==> src/design/wfu_pkg.sv <==
// ----------------------------------------------------------------------------
// wfu_pkg: waveform frame unpacker shared definitions
// Frame geometry, field widths, result codes and the result record.
// ----------------------------------------------------------------------------
`timescale 1ns / 1ps

package wfu_pkg;

  // Samples carried in one frame; two samples share each group of three bytes.
  localparam int SAMPLE_COUNT = 1024;
  localparam int GROUP_COUNT  = SAMPLE_COUNT / 2;
  localparam int GROUP_W      = (GROUP_COUNT > 1) ? $clog2(GROUP_COUNT) : 1;

  localparam int BYTE_W   = 8;
  localparam int ADDR_W   = 10;
  localparam int SAMPLE_W = 12;
  localparam int FREQ_W   = 24;

  // Sample index before it is wrapped to the memory address width.
  localparam int ADDR_EXT_W = (GROUP_W + 1 > ADDR_W) ? GROUP_W + 1 : ADDR_W;

  localparam logic [BYTE_W-1:0] ACK_CHAR = 8'd101;

  typedef enum logic {
    KIND_SAMPLE = 1'b0,
    KIND_FREQ   = 1'b1
  } kind_t;

  // Position of a byte within its three-byte group.
  typedef enum logic [1:0] {
    PH_FIRST  = 2'd0,
    PH_SECOND = 2'd1,
    PH_THIRD  = 2'd2
  } phase_t;

  typedef struct packed {
    kind_t                kind;
    logic [ADDR_W-1:0]    mem_address;
    logic [SAMPLE_W-1:0]  sample_value;
    logic [FREQ_W-1:0]    tuning_word;
    logic [BYTE_W-1:0]    ack_byte;
  } result_t;

endpackage

==> src/design/wfu_if.sv <==
// ----------------------------------------------------------------------------
// wfu_if: waveform frame unpacker channel interfaces
// Byte input channel and result output channel, valid/ready handshake.
// ----------------------------------------------------------------------------
`timescale 1ns / 1ps

interface wfu_byte_if;
  logic                      valid;
  logic                      ready;
  logic [wfu_pkg::BYTE_W-1:0] rx_byte;

  modport source (output valid, output rx_byte, input ready);
  modport sink   (input valid, input rx_byte, output ready);
endinterface

interface wfu_result_if;
  logic                         valid;
  logic                         ready;
  logic                         kind;
  logic [wfu_pkg::ADDR_W-1:0]   mem_address;
  logic [wfu_pkg::SAMPLE_W-1:0] sample_value;
  logic [wfu_pkg::FREQ_W-1:0]   tuning_word;
  logic [wfu_pkg::BYTE_W-1:0]   ack_byte;

  modport source (output valid, output kind, output mem_address, output sample_value,
                  output tuning_word, output ack_byte, input ready);
  modport sink   (input valid, input kind, input mem_address, input sample_value,
                  input tuning_word, input ack_byte, output ready);
endinterface

==> src/design/waveform_frame_unpacker.sv <==
// ----------------------------------------------------------------------------
// waveform_frame_unpacker: packed 12-bit sample frame unpacker
// Turns a byte stream into waveform memory writes and a frequency word.
// ----------------------------------------------------------------------------
//   channel   direction  fields
//   byte_in   in         rx_byte[7:0]
//   result    out        kind, mem_address[9:0], sample_value[11:0],
//                        tuning_word[23:0], ack_byte[7:0]
//
// One byte is accepted per cycle while the result register is free; a result
// passes from its byte through the input register and then the result register.
// Reset (rst, synchronous) empties both registers and returns to frame start.
// A stalled result holds its beat; input keeps flowing while the result
// register can still be freed in the same cycle.
// ----------------------------------------------------------------------------
`timescale 1ns / 1ps

module waveform_frame_unpacker (
  input  logic         clk,
  input  logic         rst,
  wfu_byte_if.sink     byte_in,
  wfu_result_if.source result
);
  import wfu_pkg::*;

  logic               held_valid;
  logic [BYTE_W-1:0]  held_byte;
  logic               out_free;
  logic               advance;
  logic               emit;
  result_t            decoded;

  // The held byte moves on as soon as the result register can take its outcome.
  assign advance = held_valid && out_free;

  wfu_in_stage u_in_stage (
    .clk        (clk),
    .rst        (rst),
    .byte_in    (byte_in),
    .advance    (advance),
    .held_valid (held_valid),
    .held_byte  (held_byte)
  );

  wfu_decode u_decode (
    .clk     (clk),
    .rst     (rst),
    .step    (advance),
    .rx_byte (held_byte),
    .emit    (emit),
    .result  (decoded)
  );

  wfu_out_stage u_out_stage (
    .clk       (clk),
    .rst       (rst),
    .load      (advance),
    .emit      (emit),
    .result_in (decoded),
    .free      (out_free),
    .result    (result)
  );

endmodule

==> src/design/wfu_in_stage.sv <==
// ----------------------------------------------------------------------------
// wfu_in_stage: input register
// Captures one byte beat and holds it until the decoder consumes it.
// ----------------------------------------------------------------------------
`timescale 1ns / 1ps

module wfu_in_stage (
  input  logic                       clk,
  input  logic                       rst,
  wfu_byte_if.sink                   byte_in,
  input  logic                       advance,
  output logic                       held_valid,
  output logic [wfu_pkg::BYTE_W-1:0] held_byte
);
  import wfu_pkg::*;

  // A new beat may enter when the register is empty or the held one leaves in the same cycle.
  assign byte_in.ready = !held_valid || advance;

  always_ff @(posedge clk) begin
    if (rst) begin
      held_valid <= 1'b0;
    end else if (byte_in.ready) begin
      held_valid <= byte_in.valid;
    end
  end

  always_ff @(posedge clk) begin
    if (byte_in.valid && byte_in.ready) begin
      held_byte <= byte_in.rx_byte;
    end
  end

endmodule

==> src/design/wfu_decode.sv <==
// ----------------------------------------------------------------------------
// wfu_decode: frame position tracking and result formation
// Tracks group phase, sample group and frame section, and builds the result.
// ----------------------------------------------------------------------------
`timescale 1ns / 1ps

module wfu_decode (
  input  logic                       clk,
  input  logic                       rst,
  input  logic                       step,
  input  logic [wfu_pkg::BYTE_W-1:0] rx_byte,
  output logic                       emit,
  output wfu_pkg::result_t           result
);
  import wfu_pkg::*;

  phase_t               phase;
  phase_t               phase_next;
  logic [GROUP_W-1:0]   group;
  logic [GROUP_W-1:0]   group_next;
  logic                 in_freq;
  logic                 in_freq_next;
  logic [BYTE_W-1:0]    held_first;
  logic [BYTE_W-1:0]    held_second;
  logic [ADDR_EXT_W-1:0] addr_ext;

  always_ff @(posedge clk) begin
    if (rst) begin
      phase       <= PH_FIRST;
      group       <= '0;
      in_freq     <= 1'b0;
      held_first  <= '0;
      held_second <= '0;
    end else if (step) begin
      phase   <= phase_next;
      group   <= group_next;
      in_freq <= in_freq_next;
      if (phase == PH_FIRST) begin
        held_first <= rx_byte;
      end
      if (phase == PH_SECOND) begin
        held_second <= rx_byte;
      end
    end
  end

  // Next position within the frame.
  always_comb begin
    phase_next   = phase;
    group_next   = group;
    in_freq_next = in_freq;
    unique case (phase)
      PH_FIRST:  phase_next = PH_SECOND;
      PH_SECOND: phase_next = PH_THIRD;
      PH_THIRD: begin
        phase_next = PH_FIRST;
        if (in_freq) begin
          in_freq_next = 1'b0;
        end else if (group == GROUP_W'(GROUP_COUNT - 1)) begin
          group_next   = '0;
          in_freq_next = 1'b1;
        end else begin
          group_next = group + 1'b1;
        end
      end
      default: phase_next = PH_FIRST;
    endcase
  end

  // Sample A sits at the even address of its group, sample B at the odd one.
  assign addr_ext = ADDR_EXT_W'({group, phase == PH_THIRD});

  always_comb begin
    emit   = 1'b0;
    result = '0;
    result.kind = KIND_SAMPLE;
    unique case (phase)
      PH_FIRST: emit = 1'b0;
      PH_SECOND: begin
        emit                = step && !in_freq;
        result.mem_address  = addr_ext[ADDR_W-1:0];
        result.sample_value = {held_first, rx_byte[7:4]};
      end
      PH_THIRD: begin
        emit = step;
        if (in_freq) begin
          result.kind        = KIND_FREQ;
          result.tuning_word = {held_first, held_second, rx_byte};
          result.ack_byte    = ACK_CHAR;
        end else begin
          result.mem_address  = addr_ext[ADDR_W-1:0];
          result.sample_value = {held_second[3:0], rx_byte};
        end
      end
      default: emit = 1'b0;
    endcase
  end

`ifndef SYNTHESIS
  // The frequency word is always the tail of a frame, and the next frame starts clean.
  a_restart_after_freq: assert property (@(posedge clk) disable iff (rst)
    emit && result.kind == KIND_FREQ |=> !in_freq && phase == PH_FIRST && group == '0)
    else $error("frame did not restart after frequency word");

  a_freq_group_zero: assert property (@(posedge clk) disable iff (rst)
    in_freq |-> group == '0)
    else $error("group counter not cleared during frequency word");

  a_first_byte_silent: assert property (@(posedge clk) disable iff (rst)
    step && phase == PH_FIRST |-> !emit)
    else $error("result produced on first byte of a group");
`endif

endmodule

==> src/design/wfu_out_stage.sv <==
// ----------------------------------------------------------------------------
// wfu_out_stage: result register
// Holds one result beat until the downstream side takes it.
// ----------------------------------------------------------------------------
`timescale 1ns / 1ps

module wfu_out_stage (
  input  logic             clk,
  input  logic             rst,
  input  logic             load,
  input  logic             emit,
  input  wfu_pkg::result_t result_in,
  output logic             free,
  wfu_result_if.source     result
);
  import wfu_pkg::*;

  result_t data;

  assign free = !result.valid || result.ready;

  always_ff @(posedge clk) begin
    if (rst) begin
      result.valid <= 1'b0;
    end else if (load) begin
      result.valid <= emit;
    end else if (result.ready) begin
      result.valid <= 1'b0;
    end
  end

  always_ff @(posedge clk) begin
    if (load && emit) begin
      data <= result_in;
    end
  end

  assign result.kind         = data.kind;
  assign result.mem_address  = data.mem_address;
  assign result.sample_value = data.sample_value;
  assign result.tuning_word  = data.tuning_word;
  assign result.ack_byte     = data.ack_byte;

endmodule
==> src/flat_wrapper.sv <==
// flat-port wrapper written by rule: the top's interface ports become plain ports
module waveform_frame_unpacker_flat import wfu_pkg::*;
  (clk, rst, byte_in_valid, byte_in_rx_byte, byte_in_ready, result_valid, result_kind, result_mem_address, result_sample_value, result_tuning_word, result_ack_byte, result_ready);
  wfu_byte_if byte_in_i ();
  wfu_result_if result_i ();
  input  logic clk;
  input  logic rst;
  input wire logic [$bits(byte_in_i.valid)-1:0] byte_in_valid;
  input wire logic [$bits(byte_in_i.rx_byte)-1:0] byte_in_rx_byte;
  output wire logic [$bits(byte_in_i.ready)-1:0] byte_in_ready;
  output wire logic [$bits(result_i.valid)-1:0] result_valid;
  output wire logic [$bits(result_i.kind)-1:0] result_kind;
  output wire logic [$bits(result_i.mem_address)-1:0] result_mem_address;
  output wire logic [$bits(result_i.sample_value)-1:0] result_sample_value;
  output wire logic [$bits(result_i.tuning_word)-1:0] result_tuning_word;
  output wire logic [$bits(result_i.ack_byte)-1:0] result_ack_byte;
  input wire logic [$bits(result_i.ready)-1:0] result_ready;
  assign byte_in_i.valid = byte_in_valid;
  assign byte_in_i.rx_byte = byte_in_rx_byte;
  assign byte_in_ready = byte_in_i.ready;
  assign result_valid = result_i.valid;
  assign result_kind = result_i.kind;
  assign result_mem_address = result_i.mem_address;
  assign result_sample_value = result_i.sample_value;
  assign result_tuning_word = result_i.tuning_word;
  assign result_ack_byte = result_i.ack_byte;
  assign result_i.ready = result_ready;
  waveform_frame_unpacker u_core (.clk(clk), .rst(rst), .byte_in(byte_in_i), .result(result_i));
endmodule
==> config.mk <==
export PLATFORM = sky130hd
export DESIGN_NAME = waveform_frame_unpacker_flat
export DESIGN_NICKNAME = d
export VERILOG_FILES = /design/src/design/wfu_pkg.sv /design/src/design/wfu_if.sv /design/src/design/waveform_frame_unpacker.sv /design/src/design/wfu_in_stage.sv /design/src/design/wfu_decode.sv /design/src/design/wfu_out_stage.sv /design/src/flat_wrapper.sv
export SDC_FILE = /design/constraint.sdc
export NUM_CORES = 1
export LEC_CHECK = 0
export BUFFER_PORTS_ARGS = -buffer_cell sky130_fd_sc_hd__buf_2
export CORE_ASPECT_RATIO = 1.2
export CORE_UTILIZATION = 58
export DETAILED_ROUTE_END_ITERATION = 12
export PLACE_DENSITY = 0.8
export SLEW_MARGIN = 5
export SYNTH_ARGS = -nofsm -noshare
export SYNTH_HDL_FRONTEND = slang
export SYNTH_SLANG_ARGS = --single-unit
==> constraint.sdc <==
create_clock -name clk -period 11.8 [get_ports clk]
set_input_delay 3.54 -clock clk [delete_from_list [all_inputs] [get_ports clk]]
set_output_delay 3.54 -clock clk [all_outputs]
set_load 0.005 [all_outputs]
* After elaboration in Yosys (flattened, before gate mapping)
Cells that the tools add are included.
Widths: inputs -> output; s select.
** Word-level totals
- Bits in registers :: 93
- Input port bits :: 12
- Output and inout bits :: 57
- Logic and storage cells :: 45
** Operators by class
- Add/sub/neg operators :: 1
- Equality and inequality tests :: 3
- Muxes and demuxes :: 11
- Bitwise gates (word level) :: 1
- Reductions and logical operators :: 16
** Operators with widths (count)
- $pmux 22 s2 :: 1
- $mux 22 :: 1
- $add 9x1->9 const B :: 1
- $eq 9x9->1 const B :: 1
- $mux 9 :: 1
- $reduce_and 2->1 :: 4
- $mux 7 :: 1
- $mux 1 :: 5
- $logic_and 1x1->1 :: 4
- $pmux 2 s2 :: 1
- $logic_not 1->1 :: 3
- $reduce_and 3->1 :: 1
- $eq 2x1->1 const B :: 1
- $eq 2x2->1 const B :: 1
- $logic_not 2->1 :: 1
- $logic_or 1x1->1 :: 2
- $pmux 1 s2 :: 1
- $reduce_bool 2->1 :: 1
- $not 1->1 :: 1

* Depth between registers and ports, before layout
Gate-level depths: netlist of the first run.
- Depth after elaboration :: 6
- Mapped depth :: 9
- Gate-level depth less buffers :: 8

* Modules after synthesis
Synthesis of the first run repeated with hierarchy kept, for this count alone.
** Unflattened totals
- Cell total of the unflattened synthesis :: 299
- Area total of the unflattened synthesis :: 3739.8 um2
** Modules (own cells, without submodules)
- wfu_decode :: instances 1, cells each 225, area each 1726.7 um2, seq. area each 560.5 um2
- wfu_out_stage :: instances 1, cells each 60, area each 1711.6 um2, seq. area each 1671.6 um2
- wfu_in_stage :: instances 1, cells each 13, area each 295.3 um2, seq. area each 260.2 um2
- waveform_frame_unpacker :: instances 1, cells each 1, area each 6.3 um2, seq. area each 0.0 um2

* Worst setup path after synthesis of the first run
No wires, ideal clock.
- Kind :: input to output
- Start :: input port result_ready
- End :: output port byte_in_ready
- Arrival time :: 3.783 ns
- Data required time :: 8.260 ns
- Path slack :: 4.477 ns
- Stages :: 2
- Path buffers :: 0
- Cells stage by stage :: nor2b_1 nand2_1
** Between the ends
- Word-level cells in the longest chain between the ends :: 3
** RTL lines
- start: declaration :: line flat_wrapper.sv:17 : input wire logic [$bits(result_i.ready)-1:0] result_ready;
- $logic_or 1x1->1 :: line wfu_out_stage.sv:20 : assign free = !result.valid || result.ready;
- $logic_and 1x1->1 :: line waveform_frame_unpacker.sv:34 : assign advance = held_valid && out_free;
- $logic_or 1x1->1 :: line wfu_in_stage.sv:18 : assign byte_in.ready = !held_valid || advance;
- end: declaration :: line flat_wrapper.sv:10 : output wire logic [$bits(byte_in_i.ready)-1:0] byte_in_ready;
No other way between the ends.

* Worst setup path after layout of the first run
Ends and elaborated chain as after synthesis.

==> metrics.yaml, run 1 <==
dp_cells: 388
worstPathMaxFanout: 3
drt-pass1-iter-count: 5
ir_worst_vdd_mv: 0.07505
grt_max_degree: 46
grt_pass1_vias: 1893
status: "completed"
portBuffers: 64
place.gp.congestion: 0.7768
antenna_found_initial: 0
post-route-period-util: 0.6434
hold_violations: 0
io_pins: 69
antenna_left: 0
max_slew.worst_pin.slew_ns: 0.8014
setup.worst_path.start_class: "input pin"
wirelength_mm: 5.819
htreeDepth: 3
drt-vias-per-instance: 5.349
yosysWarnings: 0
fin_tns_setup_ns: 0
fill_cells: 420
post_cts_buffers: 0
grt_overflow: 0
fin_nets: 337
slowest_stage: "nor2b_1"
drive_above_1_share: 0.2654
slew_violations: 0
p_total_w: 0.0005652
die_x_um: 72.17
ys_seq_area_frac: 0.6572
multi_input_area_sq_mm: 0.001041
maxCapViolCount: 0
cts_buffers: 9
synth_area_sq_mm: 0.003427
register_area_sq_mm: 0.002252
r2r_setup_slack_ns: 9.30
start_util: 0.6046
rows: 30
hp-class: "flop to flop"
path_cells: "buf_2 > nor2b_1 > nand2_1 > buf_2"
drc: 0
slew_headroom: 0.4657
cts_tree: "yes"
dieArea_sq_mm: 0.006221
crit_path_max_incr_delay_ns: 0.18
routedWlPerCell_um: 14.40
die_h_um: 86.21
rsz0062_at_grt: "false"
cp_top_family: "simple AND/OR/NAND/NOR gates"
area_growth_syn_to_layout_pct: 15.30
cts.path.max_buffers: 2
core_area_sq_mm: 0.005668
cpMostUsedCell: "buf_2"
cts_resized: 0
ys_ff_latch: 85
critical_path_arrival_ns: 4.05
fmax_ghz: 0.1317
path_buf_inv: 2
antenna_cells: 0
p_per_area_mw_per_mm2: 143.0
end_kind: "output pin"
cts_root_buf: "clkbuf_8"
p_leak_nw: 1.848
netlist_instances: 264
cts.clk_slew.worst_paths_ns: 0.08
cts_hold_buffers: 0
fin_cells: 404
crit_type: "input pin to output pin"
setup_viol: 0
drtIter0Drc: 106
fin_skew_ns: 0.01103
dp_hpwl_mm: 3.874
dr_total_vias: 2161
required_ns: 8.26
avgSynthCellArea_sq_um: 12.98
insertion_delay_ns: 0.35
grtUsageTotal: 0.1968
grt_pass1_wl_mm: 9.156
ys_types: 32
timing.hold.ws_ns: 0.4967
cts.sinks: 85
fin_crit_ns: 7.592
-- report_power, final --
part / total (W) / switching (W) / internal (W)
sequential: 0.000325 / 0.00000609 / 0.000319
clock: 0.000224 / 0.000105 / 0.000120
combinational: 0.0000157 / 0.00000934 / 0.00000636
-- synth_stat cells, drive strengths merged --
cell / count / area share
nor2: 27 / 0.030
clkbuf: 10 / 0.011
and3: 26 / 0.047
nand2: 7 / 0.0077
nand3: 7 / 0.015
edfxtp: 55 / 0.48
or3b: 1 / 0.0026
and2b: 1 / 0.0029
mux2i: 19 / 0.055
nand3b: 3 / 0.0066
nand2b: 2 / 0.0037
nand4: 1 / 0.0018
inv: 2 / 0.0022
a31oi: 2 / 0.0037
buf: 14 / 0.031
nand4b: 1 / 0.0026
o21a: 1 / 0.0022
conb: 1 / 0.0011
o21ba: 1 / 0.0029
dfxtp: 30 / 0.18
and2: 14 / 0.026
o21ai: 6 / 0.0088
a21oi: 9 / 0.013
and4b: 1 / 0.0029
or4: 2 / 0.0044
nor2b: 3 / 0.0055
ha: 6 / 0.022
a22o: 12 / 0.031
-- registers in the layout, indices dropped and copies added, names as in the netlist --
name                                    flops
u_core.u_in_stage.held_byte                 8
u_core.u_decode.group                       9
u_core.u_out_stage.result.sample_value     12
u_core.u_decode.phase                       2
u_core.u_decode.held_first                  8
u_core.u_out_stage.result.ack_byte          1
u_core.u_decode.held_second                 8
u_core.u_in_stage.held_valid                1
u_core.u_out_stage.result.valid             1
u_core.u_out_stage.result.tuning_word      24
u_core.u_out_stage.result.mem_address      10
u_core.u_decode.in_freq                     1
-- final cells by class --
| class | count | area share |
|---|---|---|
| timing repair buffer | 65 | 0.08296 |
| sequential | 85 | 0.5700 |
| inverter | 2 | 0.001900 |
| tap | 80 | 0.02533 |
| clock inverter | 7 | 0.02502 |
| clock buffer | 9 | 0.03135 |
| multi-input combinational | 156 | 0.2635 |
-- per-layer routing --
metal  global-route usage  part of all wire
met2               0.3280              0.52
met4              0.09269             0.021
met1               0.2445              0.43
met3              0.04186             0.030
met5                    0                 0
-- metrics by stage --
stage          utilization  area, sq um  setup WS [ns]
4_1_cts             0.6971         3951          4.201
5_1_grt             0.6971         3951          4.140
3_3_place_gp        0.6578         3729          4.237
6_report            0.6971         3951          4.208
3_5_place_dp        0.6578         3729          4.198
2_1_floorplan            -         3438          4.477
-- worst paths after layout --
kind,from,end,depth (start not counted)
hold / removal,u_core.u_decode.phase[1],u_core.u_decode.phase[1],2
setup / recovery,result_ready,byte_in_ready,4
hold reg to reg,u_core.u_decode.phase[1],u_core.u_decode.phase[1],2
setup reg to reg,u_core.u_decode.phase[0],u_core.u_out_stage.result.tuning_word[5],5
-- cells by family (layout without fill, tap and decap cells) --
| logic type | after synthesis | after routing | synth area share |
|---|---|---|---|
| compound gates | 31 | 31 | 0.06134 |
| fa+ha+maj | 6 | 6 | 0.02191 |
| buf+inv | 26 | 83 | 0.04454 |
| flops | 85 | 85 | 0.6572 |
| mux | 19 | 19 | 0.05549 |
| other cells | 1 | 4 | 0.001094 |
| simple gates | 96 | 96 | 0.1585 |
-- tightest hold or removal path, delay by kind of cell (launching register included) --
kind             cells  cell delay (ns)
flip-flops           1             0.33
AND/OR/NAND/NOR      1             0.06
AO/OA/AOI/OAI        1             0.06
-- cell usage in the layout (no fill, tap or decap) --
master | Yosys | final
nand3_4 | 1 | 1
bufinv_16 | 0 | 2
o21ai_0 | 6 | 6
and3_1 | 26 | 26
mux2i_1 | 19 | 19
a22o_1 | 12 | 12
inv_1 | 2 | 2
or4_1 | 2 | 2
nor2_4 | 0 | 1
nand4b_1 | 1 | 1
nor2_1 | 27 | 26
nand3b_1 | 3 | 3
a31oi_1 | 2 | 2
nand2b_1 | 2 | 2
conb_1 | 1 | 4
nor2b_1 | 3 | 3
a21oi_1 | 9 | 9
or3b_1 | 1 | 1
buf_2 | 2 | 64
o21ba_2 | 1 | 1
edfxtp_1 | 55 | 55
clkbuf_8 | 0 | 9
o21a_1 | 1 | 1
ha_1 | 6 | 6
nand3_2 | 1 | 1
and2_1 | 14 | 14
nand4_1 | 1 | 1
and2b_4 | 1 | 1
nand3_1 | 5 | 5
inv_6 | 0 | 1
and4b_1 | 1 | 1
buf_4 | 10 | 1
nand2_1 | 7 | 7
clkinvlp_4 | 0 | 4
dfxtp_1 | 30 | 30
(Power assumes the default switching activity.)
==> inputs of run 2 (changes only) <==
--- a/config.mk
+++ b/config.mk
@@ -7,9 +7,9 @@
 export LEC_CHECK = 0
 export BUFFER_PORTS_ARGS = -buffer_cell sky130_fd_sc_hd__buf_2
 export CORE_ASPECT_RATIO = 1.2
-export CORE_UTILIZATION = 58
+export CORE_UTILIZATION = 54
 export DETAILED_ROUTE_END_ITERATION = 12
-export PLACE_DENSITY = 0.8
+export PLACE_DENSITY = 0.75
 export SLEW_MARGIN = 5
 export SYNTH_ARGS = -nofsm -noshare
 export SYNTH_HDL_FRONTEND = slang
==> constraint.sdc (replaced) <==
create_clock -name clk -period 7.9 [get_ports clk]
set_input_delay 2.37 -clock clk [delete_from_list [all_inputs] [get_ports clk]]
set_output_delay 2.37 -clock clk [all_outputs]
set_load 0.005 [all_outputs]
==> run 2 against run 1 <==
  * Cell area about the same
  * Combinational power grew 48%
  * Routed wire length decreased by 5.5%
  * Register-to-register slack lost 4.1 ns
  * Via count is 2.4% lower
  * Global-route usage decreased by 1.9 points
  * Core utilization is 4.8 points lower
  * Power grew 48%
  * Worst hold slack lost 0.015 ns
  * Critical endpoint unchanged
  * Largest cell class unchanged
==> metrics.yaml, run 2 (synthesis gave the netlist of run 1 again) <==
place.gp.congestion: 0.8098  # +4.2%
post-route-period-util: 0.6652
io_pins: 69  # unchanged
grtUsageTotal: 0.1776  # -0.01918
hold_violations: 0  # unchanged
power.share.clock: 0.393  # -0.004
switching_share: 0.2064  # -0.005885
fill_cells: 489  # +16%
cts_tree: "yes"
grt_pass1_vias: 1839  # -2.9%
cts_buffers: 9  # unchanged
rows: 31  # +3.3%
drt-vias-per-instance: 5.197  # -2.8%
rsz0062_at_grt: "false"
min_from: "u_core.u_decode.group[1]"
grt-busiest-layer: "met2"
max_slew.worst_pin.slew_ns: 0.7773  # -0.02415 ns
htreeDepth: 3  # unchanged
grt_pass1_wl_mm: 8.638  # -5.7%
status: "completed"
grt_use_met3: 0.04284  # +0.0009806
p_int_w: 0.0006656  # +50%
p_per_area_mw_per_mm2: 212.1  # +48%
dp_hpwl_mm: 3.614  # -6.7%
fin_crit_ns: 5.255
drive_above_1_share: 0.2654  # unchanged
drc: 0  # unchanged
setup_ws_ns: 2.645  # -1.563 ns
antenna_found_initial: 0  # unchanged
fin_skew_ns: 0.008081  # -0.002947 ns
dr_total_vias: 2110  # -2.4%
r2r_start: "u_core.u_decode.phase[0]"
core_area_sq_mm: 0.006090  # +7.4%
fmax_ghz: 0.1903
antenna_left: 0  # unchanged
crit_start: "result_ready"
critical_path_arrival_ns: 2.89  # -1.16 ns
setup_viol: 0  # unchanged
p_leak_nw: 1.859  # +0.63%
routedWlPerCell_um: 13.55  # -5.9%
worstPathMaxFanout: 3  # unchanged
crit_type: "input pin to output pin"
maxCapViolCount: 0  # unchanged
cts.sinks: 85  # unchanged
use_met2: 0.2850  # -0.04294
cts.clk_slew.worst_paths_ns: 0.09  # about the same
drt-pass1-iter-count: 4  # -1
cts_hold_buffers: 0  # unchanged
start_util: 0.5628  # -0.04187
antenna_cells: 0  # unchanged
fin_tns_setup_ns: 0  # unchanged
slew_headroom: 0.4818  # +0.01610
largest_register_ffs: 24  # unchanged
cts.path.max_buffers: 2  # unchanged
p_comb_frac: 0.028  # about the same
final_util: 0.6493  # -0.04786
place_ws_ns: 2.652  # -1.546 ns
required_ns: 5.53  # -2.73 ns
hp-class: "flop to flop"
drtIter0Drc: 132  # +25%
power.switching_w: 0.0001732  # +44%
mostFrequentLayoutCell: "buf_2"
cts_root_buf: "clkbuf_8"
wirelength_mm: 5.500  # -5.5%
cts_resized: 0  # unchanged
final_cell_mix: "64 x buf_2, 55 x edfxtp_1, 30 x dfxtp_1"
grt_util_met1: 0.2165  # -0.02794
grt_overflow: 0  # unchanged
slew_violations: 0  # unchanged
die_h_um: 89.27  # +3.6%
dieArea_sq_mm: 0.006671  # +7.2%
insertion_delay_ns: 0.34  # about the same
ir_worst_vdd_mv: 0.09999  # +33%
setup.worst_path.start_class: "input pin"
portBuffers: 64  # unchanged
seq_power_share: 0.579  # +0.004
end_kind: "output pin"
die_x_um: 74.73  # +3.5%
fin_nets: 337  # unchanged
area_growth_syn_to_layout_pct: 15.37  # about the same
post_cts_buffers: 0  # unchanged
grt_max_degree: 32  # -30%
run 2: final cells by class:
type	instances	area, sq um	share of cell area
Tap cell	82	102.6	0.02595
Clock buffer	9	123.9	0.03133
Sequential cell	85	2252	0.5696
Clock inverter	7	98.84	0.02500
Inverter	2	7.507	0.001899
Multi-Input combinational cell	156	1041	0.2633
Timing Repair Buffer	65	327.8	0.08291
run 2: worst paths after layout:
kind                                                            endpoint  slack [ns]  cells past startpoint
worst max-delay path                                       byte_in_ready        2.64                      4
worst max register to register  u_core.u_out_stage.result.mem_address[5]        5.18                      5
worst min-delay path                            u_core.u_decode.group[1]        0.48                      2
worst min register to register                  u_core.u_decode.group[1]        0.48                      2
run 2: metrics by stage:
| step | hold WS [ns] | area [sq um] | std cells | total power, W |
|---|---|---|---|---|
| 2_1_floorplan | 0.4527 | 3438 | 267 | 0.0005113 |
| 6_report | 0.4816 | 3954 | 406 | 0.0008388 |
| 3_5_place_dp | 0.4756 | 3731 | 390 | 0.0005189 |
| 3_3_place_gp | 0.4706 | 3731 | 390 | 0.0005178 |
| 4_1_cts | 0.4881 | 3954 | 406 | 0.0008431 |
| 5_1_grt | 0.5090 | 3954 | 406 | 0.0008649 |
run 2: power groups by stage:
| stage | clock network (W) | logic (W) | registers [W] |
|---|---|---|---|
| 6_report | 0.000330 | 0.0000232 | 0.000486 |
| 5_1_grt | 0.000352 | 0.0000258 | 0.000487 |
| 3_5_place_dp | 0 | 0.0000234 | 0.000495 |
| 2_1_floorplan | 0 | 0.0000196 | 0.000492 |
| 4_1_cts | 0.000334 | 0.0000234 | 0.000485 |
| 3_3_place_gp | 0 | 0.0000227 | 0.000495 |
run 2: layer usage:
layer	vias to the layer above	part of all wire
met5	-	0
met4	0	0.029
met3	12	0.045
met2	69	0.47
met1	977	0.46
li1	1052	-
run 2: critical path: stages:
cell and delay, ns:
buf_2 0.10, nor2b_1 0.18, nand2_1 0.09, buf_2 0.14
==> inputs of run 3 (changes only) <==
--- a/config.mk
+++ b/config.mk
@@ -5,6 +5,7 @@
 export SDC_FILE = /design/constraint.sdc
 export NUM_CORES = 1
 export LEC_CHECK = 0
+export ABC_AREA = 1
 export BUFFER_PORTS_ARGS = -buffer_cell sky130_fd_sc_hd__buf_2
 export CORE_ASPECT_RATIO = 1.2
 export CORE_UTILIZATION = 54
==> constraint.sdc (replaced) <==
create_clock -name clk -period 5.4 [get_ports clk]
set_input_delay 1.62 -clock clk [delete_from_list [all_inputs] [get_ports clk]]
set_output_delay 1.62 -clock clk [all_outputs]
set_load 0.005 [all_outputs]
==> run 3 against run 2 <==
  * Worst hold slack gained 0.0023 ns
  * Critical endpoint unchanged
  * Largest cell class unchanged
  * Core utilization fell by 0.39 points
  * Sequential cell count is the same
  * Cell count rose by 15%
  * Clock skew is 0.0045 ns higher
  * Die area is 1.0% lower
  * Clock power is 29% higher
  * Highest routed layer unchanged
  * Combinational power grew 150%
  * Via count rose by 6.8%
==> metrics.yaml, run 3 <==
ys_ff_latch: 85  # unchanged
dr_total_vias: 2253  # +6.8%
slew_violations: 0  # unchanged
cp_top_family: "buffers and inverters"
synthTopCellsByCount: "55 x edfxtp_1, 47 x inv_1, 44 x nor2_1"
fill_cells: 513  # +4.9%
timing.hold.ws_ns: 0.4839  # +0.002283 ns
setup_viol: 0  # unchanged
grt_overflow: 0  # unchanged
cts_resized: 0  # unchanged
fin_skew_ns: 0.01258  # +0.004498 ns
core_area_sq_mm: 0.006051  # -0.64%
path_cells: "buf_2 > inv_2 > nand3_1 > buf_2"
cts_root_buf: "clkbuf_8"
fin_tns_setup_ns: 0  # unchanged
wirelength_mm: 5.647  # +2.7%
avgSynthCellArea_sq_um: 10.73  # -17%
async_flop_share: 0  # unchanged
portBuffers: 64  # unchanged
largest_register_ffs: 24  # unchanged
path_buf_inv: 3  # +1
ir_worst_vdd_mv: 0.1884  # +88%
fmax_ghz: 0.2715
ys.flop_type: "edfxtp_1"
cts.sinks: 85  # unchanged
dp_hpwl_mm: 4.103  # +14%
place.gp.congestion: 0.8319  # +2.7%
final_cell_mix: "64 x buf_2, 55 x edfxtp_1, 47 x inv_1"
yosysWarnings: 0  # unchanged
synth_top_area_cell: "edfxtp_1"
maxCapViolCount: 0  # unchanged
start_util: 0.5604  # -0.002389
io_pins: 69  # unchanged
post_cts_buffers: 0  # unchanged
critical_path_arrival_ns: 2.06  # -0.83 ns
hold_violations: 0  # unchanged
routedWlPerCell_um: 12.14  # -10%
final_util: 0.6454  # -0.003903
ys_types: 25  # -22%
grt_pass1_vias: 1990  # +8.2%
setup.worst_path.start_class: "input pin"
synth_area_leaders: "edfxtp_1 49%, dfxtp_1 18%, inv_1 5.2%, nor2_1 4.9%, nand2_1 3.7%"
hp-class: "flop to flop"
cts_tree: "yes"
fin_nets: 396  # +18%
synth_edf_count: 55  # unchanged
grt_max_degree: 26  # -19%
fin_crit_ns: 3.683
htreeDepth: 3  # unchanged
ys_seq_area_frac: 0.6642  # +0.007032
die_x_um: 74.34  # -0.52%
cts.path.max_buffers: 2  # unchanged
slew_headroom: 0.4199  # -0.06187
rsz0062_at_grt: "false"
antenna_cells: 0  # unchanged
drive_above_1_share: 0.2559  # -0.009557
area_growth_syn_to_layout_pct: 15.17
cts_buffers: 9  # unchanged
antenna_found_initial: 0  # unchanged
rows: 31  # unchanged
worstPathMaxFanout: 3  # unchanged
p_leak_nw: 1.625  # -13%
drtIter0Drc: 152  # +15%
grt_pass1_wl_mm: 8.928  # +3.4%
setup_ws_ns: 1.717  # -0.9280 ns
slowest_stage: "buf_2"
antenna_left: 0  # unchanged
drc: 0  # unchanged
end_kind: "output pin"
cts.clk_slew.worst_paths_ns: 0.07  # -0.02 ns
drt-pass1-iter-count: 4  # unchanged
synthMostInstantiatedCell: "edfxtp_1"
cpMostUsedCell: "buf_2"
post-route-period-util: 0.6821
mostFrequentLayoutCell: "buf_2"
crit_path_max_incr_delay_ns: 0.16  # -0.02 ns
insertion_delay_ns: 0.35  # about the same
synth_top_area_frac: 0.4871  # +0.005157
grtUsageTotal: 0.1879  # +0.01026
drt-vias-per-instance: 4.845  # -6.8%
place_ws_ns: 1.721  # -0.9304 ns
crit_type: "input pin to output pin"
status: "completed"
p_per_area_mw_per_mm2: 305.3  # +44%
max_slew.worst_pin.slew_ns: 0.8691  # +0.09184 ns
die_h_um: 88.81  # -0.52%
synth_area_sq_mm: 0.003391  # -1.1%
cts_hold_buffers: 0  # unchanged
netlist_instances: 316  # +20%
required_ns: 3.78  # -1.75 ns
dieArea_sq_mm: 0.006601  # -1.0%
run 3: cell types whose count changed after synthesis, sizes merged, moves of 8 or more:
cell | previous run | this run
a21oi | 9 | 20
o22ai | 0 | 8
and2 | 14 | 0
and3 | 26 | 0
mux2i | 19 | 0
o21ai | 6 | 19
inv | 2 | 49
nor2 | 27 | 49
nor3 | 0 | 8
a22o | 12 | 0
nand2 | 7 | 41
run 3: final timing paths:
path              cells after the start                          start  slack [ns]                                          to
setup / recovery                      4                   result_ready        1.72                               byte_in_ready
hold / removal                        2  u_core.u_decode.held_first[7]        0.48               u_core.u_decode.held_first[7]
setup reg to reg                      5       u_core.u_decode.phase[0]        2.99  u_core.u_out_stage.result.sample_value[11]
hold reg to reg                       2  u_core.u_decode.held_first[7]        0.48               u_core.u_decode.held_first[7]
run 3: tightest hold or removal path, cell delays in order (launching register included):
cell	delay, ns
dfxtp_1	0.30
inv_1	0.08
a21oi_1	0.06
run 3: area by class of cell:
cell class              instances  area, sq um  share of cell area
inverters                      49        183.9             0.04710
clock inverters                 6        63.81             0.01634
multi-input cells             168        847.1              0.2169
repair buffers                 65        327.8             0.08395
well taps                      82        102.6             0.02627
flip-flops and latches         85         2252              0.5767
clock buffers                  10        127.6             0.03268
run 3: cells by family (layout without fill, tap and decap cells):
family / after synthesis / count (layout) / synth area share
buf+inv: 66 / 130 / 0.08930
other cells: 1 / 4 / 0.001106
flops: 85 / 85 / 0.6642
fa+ha+maj: 6 / 6 / 0.02214
simple gates: 106 / 106 / 0.1351
compound gates: 52 / 52 / 0.08819
run 3: metrics by stage:
stage          cells  cell area [sq um]   power, W
2_1_floorplan    319               3402  0.0007661
3_3_place_gp     449               3714  0.0007795
3_5_place_dp     449               3714  0.0007810
4_1_cts          465               3905   0.001202
5_1_grt          465               3905   0.001235
6_report         465               3905   0.001192
run 3: power by group:
part	leakage (nW)	switching, W	internal (W)
clock network	0.0939	0.000213	0.000213
logic	0.734	0.0000406	0.0000170
registers	0.797	0.00000748	0.000701
run 3: metal layers:
layer | global-route usage | up-vias | part of all wire
met3 | 0.04556 | 10 | 0.052
met2 | 0.2975 | 71 | 0.50
li1 | - | 1155 | -
met1 | 0.2328 | 1017 | 0.43
met5 | 0 | - | 0
met4 | 0.1132 | 0 | 0.015
